File: config.mk
export PLATFORM = sky130hd
export DESIGN_NAME = bytea_escape_decoder_core_flat
export DESIGN_NICKNAME = d
export VERILOG_FILES = /design/src/rtl/bed_pkg.sv /design/src/rtl/bed_in_if.sv /design/src/rtl/bed_out_if.sv /design/src/rtl/bed_front.sv /design/src/rtl/bed_queue.sv /design/src/rtl/bed_back.sv /design/src/rtl/bytea_escape_decoder_core.sv /design/src/flat_wrapper.sv
export SDC_FILE = /design/constraint.sdc
export NUM_CORES = 1
export LEC_CHECK = 0
export ABC_CLOCK_PERIOD_IN_PS = 8300
export BUFFER_PORTS_ARGS = -buffer_cell sky130_fd_sc_hd__buf_2
export CORE_MARGIN = 10
export CORE_UTILIZATION = 40
export CTS_BUF_LIST = sky130_fd_sc_hd__clkbuf_2 sky130_fd_sc_hd__clkbuf_4 sky130_fd_sc_hd__clkbuf_8
export CTS_CLUSTER_DIAMETER = 80
export DETAILED_ROUTE_END_ITERATION = 7
export PLACE_DENSITY = 0.63
export SETUP_SLACK_MARGIN = 0.15
export SLEW_MARGIN = 20
export SYNTH_ARGS = -nofsm -noshare
export SYNTH_HDL_FRONTEND = slang
export SYNTH_HIERARCHICAL = 1
export SYNTH_SLANG_ARGS = --single-unit
File: constraint.sdc
create_clock -name i_clk -period 8.3 [get_ports i_clk]
set_input_delay 1.66 -clock i_clk [delete_from_list [all_inputs] [get_ports i_clk]]
set_output_delay 1.66 -clock i_clk [all_outputs]
set_load 0.05 [all_outputs]
File: src/rtl/bed_pkg.sv
// Package for the escape-format binary string decoder.
// Holds character codes, escape phase codes, the queue packet type and sizes.
// No dependencies.
`default_nettype none
package bed_pkg;

    localparam logic [7:0] CH_BACKSLASH = 8'h5C;
    localparam logic [7:0] CH_ZERO      = 8'h30;
    localparam logic [7:0] CH_NUL       = 8'h00;

    localparam logic [1:0] PH_NONE  = 2'd0;
    localparam logic [1:0] PH_SLASH = 2'd1;
    localparam logic [1:0] PH_ONE   = 2'd2;
    localparam logic [1:0] PH_TWO   = 2'd3;

    localparam int DEF_COUNT_WIDTH = 16;
    localparam int REPORT_WIDTH    = 16;
    localparam int QUEUE_DEPTH     = 4;
    localparam int MAX_EMIT        = 3;

    typedef logic [REPORT_WIDTH-1:0] t_report;

    typedef struct packed {
        logic [1:0]             n_bytes;
        logic [MAX_EMIT-1:0][7:0] bytes;
        t_report [MAX_EMIT-1:0] counts;
        logic                   last;
    } t_packet;

    typedef struct packed {
        logic full;
        logic empty;
    } t_q_stat;

endpackage
`default_nettype wire

File: src/rtl/bed_in_if.sv
// Input channel of the decoder: one escaped byte and its end-of-string flag.
// No dependencies.
`default_nettype none
interface bed_in_if;
    logic       valid;
    logic       ready;
    logic [7:0] in_byte;
    logic       in_last;

    modport source (output valid, output in_byte, output in_last, input ready);
    modport sink   (input valid, input in_byte, input in_last, output ready);
endinterface
`default_nettype wire

File: src/rtl/bed_out_if.sv
// Output channel of the decoder: one decoded byte with its flags and count.
// No dependencies.
`default_nettype none
interface bed_out_if;
    logic        valid;
    logic        ready;
    logic [7:0]  out_byte;
    logic        has_byte;
    logic        out_last;
    logic [15:0] byte_count;

    modport source (output valid, output out_byte, output has_byte, output out_last,
                    output byte_count, input ready);
    modport sink   (input valid, input out_byte, input has_byte, input out_last,
                    input byte_count, output ready);
endinterface
`default_nettype wire

File: src/rtl/bed_front.sv
// Front part of the decoder: accepts input words, runs the escape phase machine
// and pushes the decoded bytes of each word as one packet. Uses bed_pkg, bed_in_if.
`default_nettype none
module bed_front
    import bed_pkg::*;
#(
    parameter int COUNT_WIDTH = DEF_COUNT_WIDTH
) (
    input  wire logic   i_clk,
    input  wire logic   i_rst_n,
    bed_in_if.sink      i_in,
    input  wire t_q_stat i_q_stat,
    output logic        o_push,
    output t_packet     o_packet
);

    localparam int EXT_W = (COUNT_WIDTH > REPORT_WIDTH) ? COUNT_WIDTH : REPORT_WIDTH;
    localparam logic [COUNT_WIDTH-1:0] CNT_MAX = {COUNT_WIDTH{1'b1}};
    localparam logic [EXT_W-1:0] REP_MAX = EXT_W'({REPORT_WIDTH{1'b1}});

    logic [1:0]             r_phase, n_phase;
    logic [1:0]             r_d1, n_d1;
    logic [2:0]             r_d2, n_d2;
    logic                   r_term, n_term;
    logic [COUNT_WIDTH-1:0] r_cnt, n_cnt;

    logic [7:0]             b;
    logic                   is_octal, is_low;
    logic                   do_fresh;
    logic [1:0]             e_n;
    logic [2:0][7:0]        e_byte;
    logic [COUNT_WIDTH-1:0] c1, c2, c3;
    logic                   accept;

    function automatic logic [COUNT_WIDTH-1:0] sat_inc(input logic [COUNT_WIDTH-1:0] c);
        return (c == CNT_MAX) ? c : c + COUNT_WIDTH'(1);
    endfunction

    function automatic t_report report(input logic [COUNT_WIDTH-1:0] c);
        logic [EXT_W-1:0] ext;
        ext = EXT_W'(c);
        return (ext > REP_MAX) ? {REPORT_WIDTH{1'b1}} : ext[REPORT_WIDTH-1:0];
    endfunction

    assign b        = i_in.in_byte;
    assign is_octal = (b[7:3] == CH_ZERO[7:3]);
    assign is_low   = (b[7:2] == CH_ZERO[7:2]);
    assign accept   = i_in.valid && i_in.ready;
    assign i_in.ready = !i_q_stat.full;

    always_comb begin
        n_phase  = r_phase;
        n_d1     = r_d1;
        n_d2     = r_d2;
        n_term   = r_term;
        e_n      = 2'd0;
        e_byte   = '0;
        do_fresh = 1'b0;
        if (!r_term) begin
            unique case (r_phase)
                PH_NONE: begin
                    do_fresh = 1'b1;
                end
                PH_SLASH: begin
                    if (b == CH_BACKSLASH) begin
                        n_phase   = PH_NONE;
                        e_byte[0] = CH_BACKSLASH;
                        e_n       = 2'd1;
                    end else if (is_low) begin
                        n_d1    = b[1:0];
                        n_phase = PH_ONE;
                    end else begin
                        n_phase  = PH_NONE;
                        do_fresh = 1'b1;
                    end
                end
                PH_ONE: begin
                    if (is_octal) begin
                        n_d2    = b[2:0];
                        n_phase = PH_TWO;
                    end else begin
                        n_phase   = PH_NONE;
                        e_byte[0] = CH_ZERO | 8'(r_d1);
                        e_n       = 2'd1;
                        do_fresh  = 1'b1;
                    end
                end
                PH_TWO: begin
                    n_phase = PH_NONE;
                    if (is_octal) begin
                        e_byte[0] = {r_d1, r_d2, b[2:0]};
                        e_n       = 2'd1;
                    end else begin
                        e_byte[0] = CH_ZERO | 8'(r_d1);
                        e_byte[1] = CH_ZERO | 8'(r_d2);
                        e_n       = 2'd2;
                        do_fresh  = 1'b1;
                    end
                end
                default: begin
                    n_phase = PH_NONE;
                end
            endcase
            if (do_fresh) begin
                if (b == CH_NUL) begin
                    n_term = 1'b1;
                end else if (b == CH_BACKSLASH) begin
                    n_phase = PH_SLASH;
                end else begin
                    e_byte[e_n] = b;
                    e_n         = e_n + 2'd1;
                end
            end
        end
        if (i_in.in_last && !n_term) begin
            if (n_phase == PH_ONE) begin
                e_byte[e_n] = CH_ZERO | 8'(n_d1);
                e_n         = e_n + 2'd1;
            end else if (n_phase == PH_TWO) begin
                e_byte[0] = CH_ZERO | 8'(n_d1);
                e_byte[1] = CH_ZERO | 8'(n_d2);
                e_n       = 2'd2;
            end
        end
    end

    assign c1 = sat_inc(r_cnt);
    assign c2 = sat_inc(c1);
    assign c3 = sat_inc(c2);

    always_comb begin
        unique case (e_n)
            2'd0:    n_cnt = r_cnt;
            2'd1:    n_cnt = c1;
            2'd2:    n_cnt = c2;
            default: n_cnt = c3;
        endcase
    end

    assign o_push             = accept && ((e_n != 2'd0) || i_in.in_last);
    assign o_packet.n_bytes   = e_n;
    assign o_packet.bytes     = e_byte;
    assign o_packet.counts[0] = (e_n == 2'd0) ? report(r_cnt) : report(c1);
    assign o_packet.counts[1] = report(c2);
    assign o_packet.counts[2] = report(c3);
    assign o_packet.last      = i_in.in_last;

    always_ff @(posedge i_clk) begin
        if (!i_rst_n) begin
            r_phase <= PH_NONE;
            r_d1    <= '0;
            r_d2    <= '0;
            r_term  <= 1'b0;
            r_cnt   <= '0;
        end else if (accept) begin
            if (i_in.in_last) begin
                r_phase <= PH_NONE;
                r_d1    <= '0;
                r_d2    <= '0;
                r_term  <= 1'b0;
                r_cnt   <= '0;
            end else begin
                r_phase <= n_phase;
                r_d1    <= n_d1;
                r_d2    <= n_d2;
                r_term  <= n_term;
                r_cnt   <= n_cnt;
            end
        end
    end

endmodule
`default_nettype wire

File: src/rtl/bed_queue.sv
// Short packet queue between the front and back parts of the decoder.
// Uses bed_pkg.
`default_nettype none
module bed_queue
    import bed_pkg::*;
#(
    parameter int DEPTH = QUEUE_DEPTH
) (
    input  wire logic    i_clk,
    input  wire logic    i_rst_n,
    input  wire logic    i_push,
    input  wire t_packet i_packet,
    input  wire logic    i_pop,
    output t_packet      o_head,
    output t_q_stat      o_stat
);

    localparam int AW = (DEPTH > 1) ? $clog2(DEPTH) : 1;

    t_packet       r_mem [DEPTH];
    logic [AW:0]   r_wr, r_rd;

    assign o_stat.empty = (r_wr == r_rd);
    assign o_stat.full  = (r_wr[AW] != r_rd[AW]) && (r_wr[AW-1:0] == r_rd[AW-1:0]);
    assign o_head       = r_mem[r_rd[AW-1:0]];

    always_ff @(posedge i_clk) begin
        if (i_push && !o_stat.full) begin
            r_mem[r_wr[AW-1:0]] <= i_packet;
        end
    end

    always_ff @(posedge i_clk) begin
        if (!i_rst_n) begin
            r_wr <= '0;
            r_rd <= '0;
        end else begin
            if (i_push && !o_stat.full) begin
                r_wr <= r_wr + (AW+1)'(1);
            end
            if (i_pop && !o_stat.empty) begin
                r_rd <= r_rd + (AW+1)'(1);
            end
        end
    end

endmodule
`default_nettype wire

File: src/rtl/bed_back.sv
// Back part of the decoder: splits each queued packet into output words and
// holds the current word in an output register. Uses bed_pkg, bed_out_if.
`default_nettype none
module bed_back
    import bed_pkg::*;
(
    input  wire logic    i_clk,
    input  wire logic    i_rst_n,
    input  wire t_packet i_head,
    input  wire t_q_stat i_q_stat,
    output logic         o_pop,
    bed_out_if.source    o_out
);

    logic [1:0] r_idx;
    logic       r_valid;
    logic [7:0] r_byte;
    logic       r_has;
    logic       r_last;
    t_report    r_count;

    logic       take;
    logic [1:0] total;
    logic       final_word;

    assign take       = !r_valid || o_out.ready;
    assign total      = (i_head.n_bytes == 2'd0) ? 2'd1 : i_head.n_bytes;
    assign final_word = (r_idx == total - 2'd1);
    assign o_pop      = take && !i_q_stat.empty && final_word;

    always_ff @(posedge i_clk) begin
        if (!i_rst_n) begin
            r_valid <= 1'b0;
            r_idx   <= 2'd0;
        end else if (take) begin
            r_valid <= !i_q_stat.empty;
            if (!i_q_stat.empty) begin
                r_idx <= final_word ? 2'd0 : r_idx + 2'd1;
            end
        end
    end

    always_ff @(posedge i_clk) begin
        if (take && !i_q_stat.empty) begin
            r_byte  <= i_head.bytes[r_idx];
            r_has   <= (i_head.n_bytes != 2'd0);
            r_last  <= i_head.last && final_word;
            r_count <= i_head.counts[r_idx];
        end
    end

    assign o_out.valid      = r_valid;
    assign o_out.out_byte   = r_byte;
    assign o_out.has_byte   = r_has;
    assign o_out.out_last   = r_last;
    assign o_out.byte_count = r_count;

endmodule
`default_nettype wire

File: src/rtl/bytea_escape_decoder_core.sv
// Escape-format binary string decoder, top level.
// Uses bed_pkg, bed_in_if, bed_out_if, bed_front, bed_queue, bed_back.
//
// The decoder takes one escaped byte per cycle while its four-entry packet
// queue has room, and each byte yields zero to three output words. The output
// port moves one word per cycle while the receiver is ready, and that port
// sets the sustained rate. Each word passes through a queue entry and then
// the output register before it appears. The final word of each string
// carries out_last and the saturating byte count; it has no data byte when
// nothing was left to emit.
`default_nettype none
module bytea_escape_decoder_core
    import bed_pkg::*;
#(
    parameter int COUNT_WIDTH = DEF_COUNT_WIDTH
) (
    input  wire logic i_clk,
    input  wire logic i_rst_n,
    bed_in_if.sink    i_in,
    bed_out_if.source o_out
);

    t_packet packet;
    t_packet head;
    t_q_stat q_stat;
    logic    push;
    logic    pop;

    bed_front #(
        .COUNT_WIDTH(COUNT_WIDTH)
    ) u_front (
        .i_clk    (i_clk),
        .i_rst_n  (i_rst_n),
        .i_in     (i_in),
        .i_q_stat (q_stat),
        .o_push   (push),
        .o_packet (packet)
    );

    bed_queue u_queue (
        .i_clk    (i_clk),
        .i_rst_n  (i_rst_n),
        .i_push   (push),
        .i_packet (packet),
        .i_pop    (pop),
        .o_head   (head),
        .o_stat   (q_stat)
    );

    bed_back u_back (
        .i_clk    (i_clk),
        .i_rst_n  (i_rst_n),
        .i_head   (head),
        .i_q_stat (q_stat),
        .o_pop    (pop),
        .o_out    (o_out)
    );

endmodule
`default_nettype wire

File: src/flat_wrapper.sv
// flat-port wrapper written by rule: the top's interface ports become plain ports
module bytea_escape_decoder_core_flat import bed_pkg::*;
#(
    parameter int COUNT_WIDTH = DEF_COUNT_WIDTH
)
  (i_clk, i_rst_n, i_in_valid, i_in_in_byte, i_in_in_last, i_in_ready, o_out_valid, o_out_out_byte, o_out_has_byte, o_out_out_last, o_out_byte_count, o_out_ready);
  bed_in_if i_in_i ();
  bed_out_if o_out_i ();
  input  wire logic i_clk;
  input  wire logic i_rst_n;
  input wire logic [$bits(i_in_i.valid)-1:0] i_in_valid;
  input wire logic [$bits(i_in_i.in_byte)-1:0] i_in_in_byte;
  input wire logic [$bits(i_in_i.in_last)-1:0] i_in_in_last;
  output wire logic [$bits(i_in_i.ready)-1:0] i_in_ready;
  output wire logic [$bits(o_out_i.valid)-1:0] o_out_valid;
  output wire logic [$bits(o_out_i.out_byte)-1:0] o_out_out_byte;
  output wire logic [$bits(o_out_i.has_byte)-1:0] o_out_has_byte;
  output wire logic [$bits(o_out_i.out_last)-1:0] o_out_out_last;
  output wire logic [$bits(o_out_i.byte_count)-1:0] o_out_byte_count;
  input wire logic [$bits(o_out_i.ready)-1:0] o_out_ready;
  assign i_in_i.valid = i_in_valid;
  assign i_in_i.in_byte = i_in_in_byte;
  assign i_in_i.in_last = i_in_in_last;
  assign i_in_ready = i_in_i.ready;
  assign o_out_valid = o_out_i.valid;
  assign o_out_out_byte = o_out_i.out_byte;
  assign o_out_has_byte = o_out_i.has_byte;
  assign o_out_out_last = o_out_i.out_last;
  assign o_out_byte_count = o_out_i.byte_count;
  assign o_out_i.ready = o_out_ready;
  bytea_escape_decoder_core #(.COUNT_WIDTH(COUNT_WIDTH)) u_core (.i_clk(i_clk), .i_rst_n(i_rst_n), .i_in(i_in_i), .o_out(o_out_i));
endmodule
==> flow_summary.toml, run 1 <==
[timing]
finalSetupViolations = 0
fin_skew_ns = 0.02223
final-max-slew-violation-count = 0
max_freq_mhz = 155.4
tightest_slew_ns = 1.058
hold_viol_final = 0
rsz0062_at_grt = "no"
fin_crit_sh = 0.7753
slew_headroom = 0.2872
final.min_clock_period_ns = 6.435
setup_tns_ns = 0

[logic_synthesis]
postSynth.asyncResetShare = 0
synth_top_cell_area_share = 0.5876
yosysTopAreaCell = "edfxtp_1"
yosys.area_share.adder = 0.01051
synth.distinct_cells = 86
synthFlopType = "edfxtp_1"
syn_inst = 1151
synth_edf_count = 326
seq_area_frac_synth = 0.6297
syn_nets = 1178
synthTopCellsByArea = "edfxtp_1 59%, mux4_2 10%, dfxtp_1 4.2%"
synth-simple-area-share = 0.08952
yosys_register_bits = 361
syn_avg_cell_area_um2 = 14.47
yosysWarnings = 6
synth_xor_area_frac = 0.01104
synth.area.mux_share = 0.1311
synth-compound-area-share = 0.09884
syn-cell-area_um2 = 16660
synth_top_family_by_area = "multiplexers"

[grt]
grt_max_degree = 64
grt_overflow_total = 0
grt.total_usage = 0.1532
grt_antenna_before_repair = 1
grt_first_pass_wirelength_um = 60350
grt_pass1_vias = 10099

[run]
cap_viol_max_count = 0

[routing]
ant_nets = 0
drt_iter0_markers = 1053
num_vias = 10276
wirelength_um = 38620
drcViolationCount = 0
via_per_inst = 5.793
wl_per_cell_um = 21.77
dr.pass1.iters = 7

[worst_setup_path]
r2r_cells = 16
worstSetupPathType = "reg2reg"
endpoint_kind = "register"
worstReg2RegStart = "u_core/u_front/r_cnt[0]"
r2r_end = "u_core/u_queue/r_mem[0][47]"
cp.arrival_ns = 6.76
cp.required_ns = 8.63
r2r_setup_slack_ns = 1.87
crit_fanout = 12
cp-start-kind = "register"

[clocking]
postCtsResizedCells = 0
cts_made_buffers = 54
cts_root_buffer = "clkbuf_8"
clk_path_buf_depth = 3
cts_setup_buffers = 0
htreeDepth = 2
cts_tree = "yes"
clkLatencyLatePin_ns = 0.59
cts.sinks = 361
path_clk_slew_ns = 0.06
cts_hold_buf = 0

[floorplan]
rows = 74
initial_core_util = 0.4062
die_w_um = 224.1
core_area_um2 = 41020
die_h_um = 224.1
io_pins = 41
die-area_um2 = 50210

[cells_and_area]
nNetsFinal = 1225
multi_input_area_um2 = 5695
final_util = 0.4491
seq_area_um2 = 10500
syn_to_final_growth_pct = 10.58
final_cell_area_um2 = 18420
num-fill-cells = 3584
drive_above_1_share = 0.2129

[power]
irDropWorstVdd_mv = 0.1353
p_per_area_nw_per_um2 = 269.2
p_leak_nw = 6.181

[min_path]
holdPathStages = 2
min_path_type = "reg2reg"
hp-start = "u_core/u_queue/r_wr[2]"
whs_endpoint = "u_core/u_queue/r_wr[2]"

[place]
gp_congestion = 0.9250
dp_hpwl_um = 25160
port_buffers = 40
placed_area_um2 = 17330

[status]
status = "finished clean"
-- how the worst max path moves through the flow --
stage,from,endpoint,slack [ns],cells past startpoint
floorplan,i_in_in_byte[3],u_core/u_queue/r_mem[3][0],0.30,16
detailed placement,i_in_in_byte[7],u_core/u_queue/r_mem[1][59],1.57,22
global placement,i_in_in_byte[1],u_core/u_queue/r_mem[1][59],1.68,22
finish,u_core/u_front/r_cnt[0],u_core/u_queue/r_mem[0][47],1.87,16
global route,u_core/u_front/r_cnt[0],u_core/u_queue/r_mem[2][47],1.33,16
CTS,u_core/u_front/r_cnt[0],u_core/u_queue/r_mem[0][33],1.99,16
-- power breakdown --
| group | switching [mW] | internal, mW |
|---|---|---|
| Sequential | 0.0921 | 2.33 |
| Combinational | 0.742 | 0.344 |
| Clock | 0.654 | 0.791 |
-- cell type report --
class,count,area share
sequential,361,0.5699
multi-input combinational,686,0.3092
clock buffer,78,0.05114
tap,532,0.03613
timing repair buffer,56,0.01739
clock inverter,20,0.008082
inverter,39,0.007946
antenna,2,0.0002717
-- layer usage --
layer	up-vias	track usage	part of all wire	routed length, um
li1	4647	-	-	-
met1	5138	0.2205	0.45	17410
met2	436	0.2319	0.45	17480
met3	55	0.02914	0.079	3040
met4	0	0.04410	0.018	690
met5	-	0	0	0
-- through the flow --
stage	setup WS, ns	hold WS (ns)	cells	power (mW)
6_report	1.865	0.5511	1774	4.959
2_1_floorplan	0.3032	0.4819	1151	3.277
4_1_cts	1.988	0.5451	1772	5.025
5_1_grt	1.327	0.5823	1773	5.187
3_5_place_dp	1.574	0.5363	1674	3.574
3_3_place_gp	1.684	0.5317	1674	3.561
-- synthesized netlist by cell type, types with 8 or more instances --
| cell | instances |
|---|---|
| o211ai_1 | 8 |
| ha_1 | 14 |
| a21oi_1 | 38 |
| clkbuf_1 | 29 |
| buf_4 | 8 |
| a22oi_1 | 15 |
| nor4_1 | 9 |
| xnor2_1 | 12 |
| mux2i_1 | 33 |
| nor2_1 | 69 |
| buf_2 | 18 |
| edfxtp_1 | 326 |
| o22ai_1 | 9 |
| a21o_1 | 8 |
| o21ai_0 | 64 |
| and2_1 | 10 |
| nand4_1 | 10 |
| mux4_2 | 75 |
| nor3_1 | 19 |
| xor2_1 | 9 |
| nand3_1 | 22 |
| or3_1 | 8 |
| nand2_1 | 91 |
| nor2b_1 | 9 |
| inv_1 | 39 |
| and3_1 | 8 |
| mux2_2 | 12 |
| a31oi_1 | 9 |
| dfxtp_1 | 35 |
-- flip-flops by register name, indices dropped and copies added (netlist names), 3 cells and up, named ones only --
register	cells
u_core/u_queue/r_mem	300
u_core/u_back/o_out.out_byte	8
u_core/u_queue/r_rd	3
u_core/u_front/r_d2	3
u_core/u_queue/r_wr	3
u_core/u_front/r_cnt	16
u_core/u_back/o_out.byte_count	16
-- cell usage in the layout (no fill, tap or decap), types with 16 or more instances in the layout --
master	synthesis	layout
o21ai_0	64	64
nand3_1	22	22
buf_2	18	40
inv_1	39	39
nand2_1	91	91
edfxtp_1	326	326
mux4_2	75	75
nor2_1	69	68
mux2i_1	33	33
a21oi_1	38	38
clkbuf_4	1	21
buf_4	8	16
clkbuf_8	0	57
dfxtp_1	35	32
nor3_1	19	19
-- critical path, cell delays in order, from the launching register on --
cell and delay (ns):
dfxtp_1 0.52, ha_1 0.34, nand3_2 0.21, or4_1 0.70
o21ai_0 0.47, ha_1 0.29, o2111a_1 0.22, and2_0 0.31
nand4_1 0.26, or2_1 0.50, xor2_1 0.54, ha_1 0.28
inv_1 0.07, a211oi_4 0.35, and3_1 0.46, nand3_1 0.21
mux2i_1 0.45
-- cells by family (layout without fill, tap and decap cells) --
| logic type | after synthesis | after routing |
|---|---|---|
| DFF | 361 | 361 |
| and+or+nand+nor | 295 | 295 |
| AOI/OAI and AO/OA | 234 | 234 |
| muxes | 122 | 122 |
| buffers and inverters | 104 | 193 |
| xor gates and xnor gates | 21 | 21 |
| adders and majority gates | 14 | 14 |
| other | 0 | 2 |
No activity file was read; power rests on OpenSTA's default activity.
==> run 2, diff against run 1 <==
--- a/config.mk
+++ b/config.mk
@@ -5,14 +5,14 @@
 export SDC_FILE = /design/constraint.sdc
 export NUM_CORES = 1
 export LEC_CHECK = 0
-export ABC_CLOCK_PERIOD_IN_PS = 8300
+export ABC_CLOCK_PERIOD_IN_PS = 6000
 export BUFFER_PORTS_ARGS = -buffer_cell sky130_fd_sc_hd__buf_2
 export CORE_MARGIN = 10
 export CORE_UTILIZATION = 40
 export CTS_BUF_LIST = sky130_fd_sc_hd__clkbuf_2 sky130_fd_sc_hd__clkbuf_4 sky130_fd_sc_hd__clkbuf_8
 export CTS_CLUSTER_DIAMETER = 80
 export DETAILED_ROUTE_END_ITERATION = 7
-export PLACE_DENSITY = 0.63
+export PLACE_DENSITY = 0.61
 export SETUP_SLACK_MARGIN = 0.15
 export SLEW_MARGIN = 20
 export SYNTH_ARGS = -nofsm -noshare
==> constraint.sdc (replaced) <==
create_clock -name i_clk -period 6 [get_ports i_clk]
set_input_delay 1.2 -clock i_clk [delete_from_list [all_inputs] [get_ports i_clk]]
set_output_delay 1.2 -clock i_clk [all_outputs]
set_load 0.05 [all_outputs]
==> flow_summary.toml, run 2 (same netlist as run 1, synthesis figures left out) <==
[status]
status = "finished clean"

[worst_setup_path]
r2r_cells = 17
r2r_end = "u_core/u_front/r_cnt[0]"
endpoint_kind = "register"
cp-start-kind = "register"
crit_fanout = 9
cp.arrival_ns = 5.99
r2r_setup_slack_ns = 0.52
cp.required_ns = 6.51
setup.worst_path.start = "u_core/u_front/r_cnt[0]"
worstSetupPathType = "reg2reg"
worstReg2RegStart = "u_core/u_front/r_cnt[0]"
endpoint = "u_core/u_front/r_cnt[0]"

[routing]
wirelength_um = 38990
drt_iter0_markers = 1044
via_per_inst = 5.802
drcViolationCount = 0
ant_nets = 0
dr.pass1.iters = 7
wl_per_cell_um = 21.79
num_vias = 10379

[grt]
grt_pass1_vias = 10356
grt_overflow_total = 0
grt_max_degree = 76
grt_first_pass_wirelength_um = 61300
grt.total_usage = 0.1551
grt_antenna_before_repair = 0

[floorplan]
die_w_um = 224.1
die_h_um = 224.1
die-area_um2 = 50210
rows = 74
io_pins = 41
initial_core_util = 0.4062
core_area_um2 = 41020

[cells_and_area]
seq_area_um2 = 10500
final_cells = 1789
syn_to_final_growth_pct = 11.66
diodes = 0
num-fill-cells = 3553
nNetsFinal = 1244
final_util = 0.4535
largest_register_ffs = 300
layout_common_cells = "326 x edfxtp_1, 91 x nand2_1, 75 x mux4_2, 68 x nor2_1, 63 x o21ai_0"
final_common_cell = "edfxtp_1"
drive_above_1_share = 0.2228
final_cell_area_um2 = 18600
multi_input_area_um2 = 5710

[timing]
tightest_slew_ns = 0.9790
fin_skew_ns = 0.02438
rsz0062_at_grt = "yes"
final-max-slew-violation-count = 0
max_freq_mhz = 182.5
setup_tns_ns = 0
fin_crit_sh = 0.9134
slew_headroom = 0.3474
finalSetupViolations = 0
hold_viol_final = 0
timing.hold.ws_ns = 0.5619
fin_ws_ns = 0.5194
final.min_clock_period_ns = 5.481

[place]
dp_cells = 1693
dp_hpwl_um = 25290
placed_area_um2 = 17540
port_buffers = 40
dp_slack_ns = 0.2730
gp_congestion = 0.9339

[power]
power_mw = 6.855
p_per_area_nw_per_um2 = 368.5
p_leak_nw = 6.277
irDropWorstVdd_mv = 0.1689

[clocking]
clkLatencyLatePin_ns = 0.60
cts_hold_buf = 0
cts.sinks = 361
cts_made_buffers = 54
clk_path_buf_depth = 3
htreeDepth = 2
path_clk_slew_ns = 0.06
cts_tree = "yes"
cts_root_buffer = "clkbuf_8"

[min_path]
holdPathStages = 2
min_path_type = "reg2reg"

[run]
cap_viol_max_count = 0
## run 2: cell type report
cell class / instances / area share
clock buffers: 73 / 0.04762
clock inverters: 23 / 0.008475
inverters: 39 / 0.007869
multi-input cells: 686 / 0.3070
flip-flops and latches: 361 / 0.5644
well taps: 532 / 0.03578
repair buffers: 75 / 0.02892
## run 2: how the worst min path moves through the flow
| stage | startpoint | slack [ns] | to |
|---|---|---|---|
| 3_3_place_gp | u_core/u_queue/r_wr[2] | 0.53 | u_core/u_queue/r_wr[2] |
| 3_5_place_dp | u_core/u_queue/r_wr[2] | 0.54 | u_core/u_queue/r_wr[2] |
| 4_1_cts | u_core/u_queue/r_wr[2] | 0.55 | u_core/u_queue/r_wr[2] |
| 6_report | u_core/u_queue/r_wr[2] | 0.56 | u_core/u_queue/r_wr[2] |
| 5_1_grt | u_core/u_queue/r_wr[2] | 0.58 | u_core/u_queue/r_wr[2] |
| 2_1_floorplan | u_core/u_front/r_cnt[10] | 0.48 | u_core/u_front/r_cnt[10] |
## run 2: power breakdown
part	internal (mW)	switching (mW)
clock network	1.04	0.913
registers	3.23	0.129
logic	0.506	1.04
total	4.78	2.08
## run 2: routing by layer
layer / vias up / share of wire / GRT usage / wire length (um)
met2: 416 / 0.45 / 0.2402 / 17620
met5: - / 0 / 0 / 0
met4: 0 / 0.018 / 0.04366 / 686
met1: 5224 / 0.45 / 0.2184 / 17720
met3: 59 / 0.076 / 0.03044 / 2963
li1: 4680 / - / - / -
## run 2: what timing repair did
| item | CTS | global route |
|---|---|---|
| setup buffers | 0 | 0 |
| gates resized for setup | 0 | 4 |
| endpoints found under the setup margin | 0 | 76 |
## run 2: critical path, stage by stage (launching register included)
cell      delay [ns]
dfxtp_1         0.55
ha_1            0.36
nand3_2         0.22
or4_4           0.64
o21ai_2         0.27
ha_1            0.23
o2111a_1        0.22
and2_0          0.18
nand4_1         0.22
or2_1           0.34
mux2_2          0.33
ha_1            0.19
inv_1           0.07
a211oi_4        0.35
and3_1          0.45
a21boi_0        0.24
o31a_1          0.34
o21ai_0         0.18
==> run 3, diff against run 2 <==
--- a/config.mk
+++ b/config.mk
@@ -8,11 +8,11 @@
 export ABC_CLOCK_PERIOD_IN_PS = 6000
 export BUFFER_PORTS_ARGS = -buffer_cell sky130_fd_sc_hd__buf_2
 export CORE_MARGIN = 10
-export CORE_UTILIZATION = 40
+export CORE_UTILIZATION = 55
 export CTS_BUF_LIST = sky130_fd_sc_hd__clkbuf_2 sky130_fd_sc_hd__clkbuf_4 sky130_fd_sc_hd__clkbuf_8
 export CTS_CLUSTER_DIAMETER = 80
 export DETAILED_ROUTE_END_ITERATION = 7
-export PLACE_DENSITY = 0.61
+export PLACE_DENSITY = 0.78
 export SETUP_SLACK_MARGIN = 0.15
 export SLEW_MARGIN = 20
 export SYNTH_ARGS = -nofsm -noshare
==> flow_summary.toml, run 3 (same netlist as run 1, synthesis figures left out) <==
[run]
cap_viol_max_count = 0

[min_path]
holdPathStages = 2
min_path_type = "reg2reg"

[floorplan]
rows = 63
die-area_um2 = 37650
initial_core_util = 0.5591
core_area_um2 = 29800
die_w_um = 194.0
io_pins = 41
die_h_um = 194.0

[worst_setup_path]
r2r_cells = 18
slowest_stage = "or4_4"
cp.required_ns = 6.35
cp-start-kind = "register"
worstSetupPathType = "reg2reg"
cp.arrival_ns = 5.85
cpMostUsedCell = "ha_1"
crit_fanout = 9
endpoint_kind = "register"
crit_path_cell_trace = "ha_1, nand3_2, or4_4, o21ai_1, ha_1, o2111a_1, and2_0, nand4_1, or2_1, buf_4, xor2_1, ha_1, inv_1, a211oi_4, nand3_1, nor2_1, nor2_1, xor2_2"
crit_path_max_incr_delay_ns = 0.62

[power]
power_mw = 6.887
p_per_area_nw_per_um2 = 373.2
p_leak_nw = 6.294
irDropWorstVdd_mv = 0.1769

[grt]
grt_overflow_total = 0
grt_first_pass_wirelength_um = 61210
grt.total_usage = 0.2047
grt_max_degree = 76
grt_antenna_before_repair = 0
grt_pass1_vias = 10414

[clocking]
cts_hold_buf = 0
postCtsResizedCells = 0
cts_made_buffers = 53
clkLatencyLatePin_ns = 0.60
path_clk_slew_ns = 0.06
cts_setup_buffers = 0
cts_root_buffer = "clkbuf_8"
cts.sinks = 361
htreeDepth = 2
clk_path_buf_depth = 3
cts_tree = "yes"

[cells_and_area]
final_common_cell = "edfxtp_1"
drive_above_1_share = 0.2285
num-fill-cells = 2117
seq_area_um2 = 10500
syn_to_final_growth_pct = 10.78
multi_input_area_um2 = 5731
layout_common_cells = "326 x edfxtp_1, 91 x nand2_1, 75 x mux4_2, 68 x nor2_1, 63 x o21ai_0"
largest_register_ffs = 300
final_util = 0.6194
nNetsFinal = 1243
diodes = 0

[routing]
via_per_inst = 6.448
dr.pass1.iters = 6
ant_nets = 0
wl_per_cell_um = 24.21
drcViolationCount = 0
drt_iter0_markers = 1324
num_vias = 10614
wirelength_um = 39840

[timing]
finalSetupViolations = 0
final.min_clock_period_ns = 5.502
hold_viol_final = 0
timing.hold.ws_ns = 0.5564
setup_tns_ns = 0
fin_skew_ns = 0.04512
slew_headroom = 0.3305
fin_crit_sh = 0.9170
final-max-slew-violation-count = 0
tightest_slew_ns = 0.9966
fin_ws_ns = 0.4979
max_freq_mhz = 181.7
rsz0062_at_grt = "no"

[place]
port_buffers = 40
dp_hpwl_um = 26470
gp_congestion = 0.9383
dp_slack_ns = 0.3208

[status]
status = "finished clean"
## run 3: cell type report
| type | instances | area share |
|---|---|---|
| Clock buffer | 79 | 0.05044 |
| Clock inverter | 16 | 0.007254 |
| Inverter | 39 | 0.007932 |
| Multi-Input combinational cell | 686 | 0.3105 |
| Sequential cell | 361 | 0.5690 |
| Tap cell | 390 | 0.02644 |
| Timing Repair Buffer | 75 | 0.02847 |
## run 3: worst paths after layout
path	from	slack, ns	to
max	u_core/u_front/r_cnt[1]	0.50	u_core/u_queue/r_mem[2][36]
min	u_core/u_queue/r_wr[2]	0.56	u_core/u_queue/r_wr[2]
max reg2reg	u_core/u_front/r_cnt[1]	0.50	u_core/u_queue/r_mem[2][36]
min reg2reg	u_core/u_queue/r_wr[2]	0.56	u_core/u_queue/r_wr[2]
## run 3: per-layer routing
layer,GRT usage,vias up,share of wire
met5,0,-,0
met4,0.05082,0,0.018
met3,0.06587,64,0.11
met2,0.3003,577,0.45
met1,0.2901,5301,0.42
li1,-,4672,-
## run 3: report_power, final
group,internal [mW],total [mW],switching (mW)
sequential,3.23,3.37,0.144
combinational,0.491,1.53,1.04
clock,1.08,1.98,0.901
## run 3: metrics by stage
stage | cells | cell area, um^2
3_3_place_gp | 1551 | 17350
2_1_floorplan | 1151 | 16670
4_1_cts | 1646 | 18420
3_5_place_dp | 1551 | 17350
6_report | 1646 | 18460
5_1_grt | 1646 | 18460
## run 3: critical path: cells and delay by family (launching register included)
kind / cells / cell delay (ns)
AO/OA/AOI/OAI: 3 / 0.82
XOR/XNOR: 2 / 0.58
buffers and inverters: 2 / 0.29
adder cells (fa/ha/maj): 3 / 0.79
AND/OR/NAND/NOR: 8 / 2.31
flip-flops: 1 / 0.48
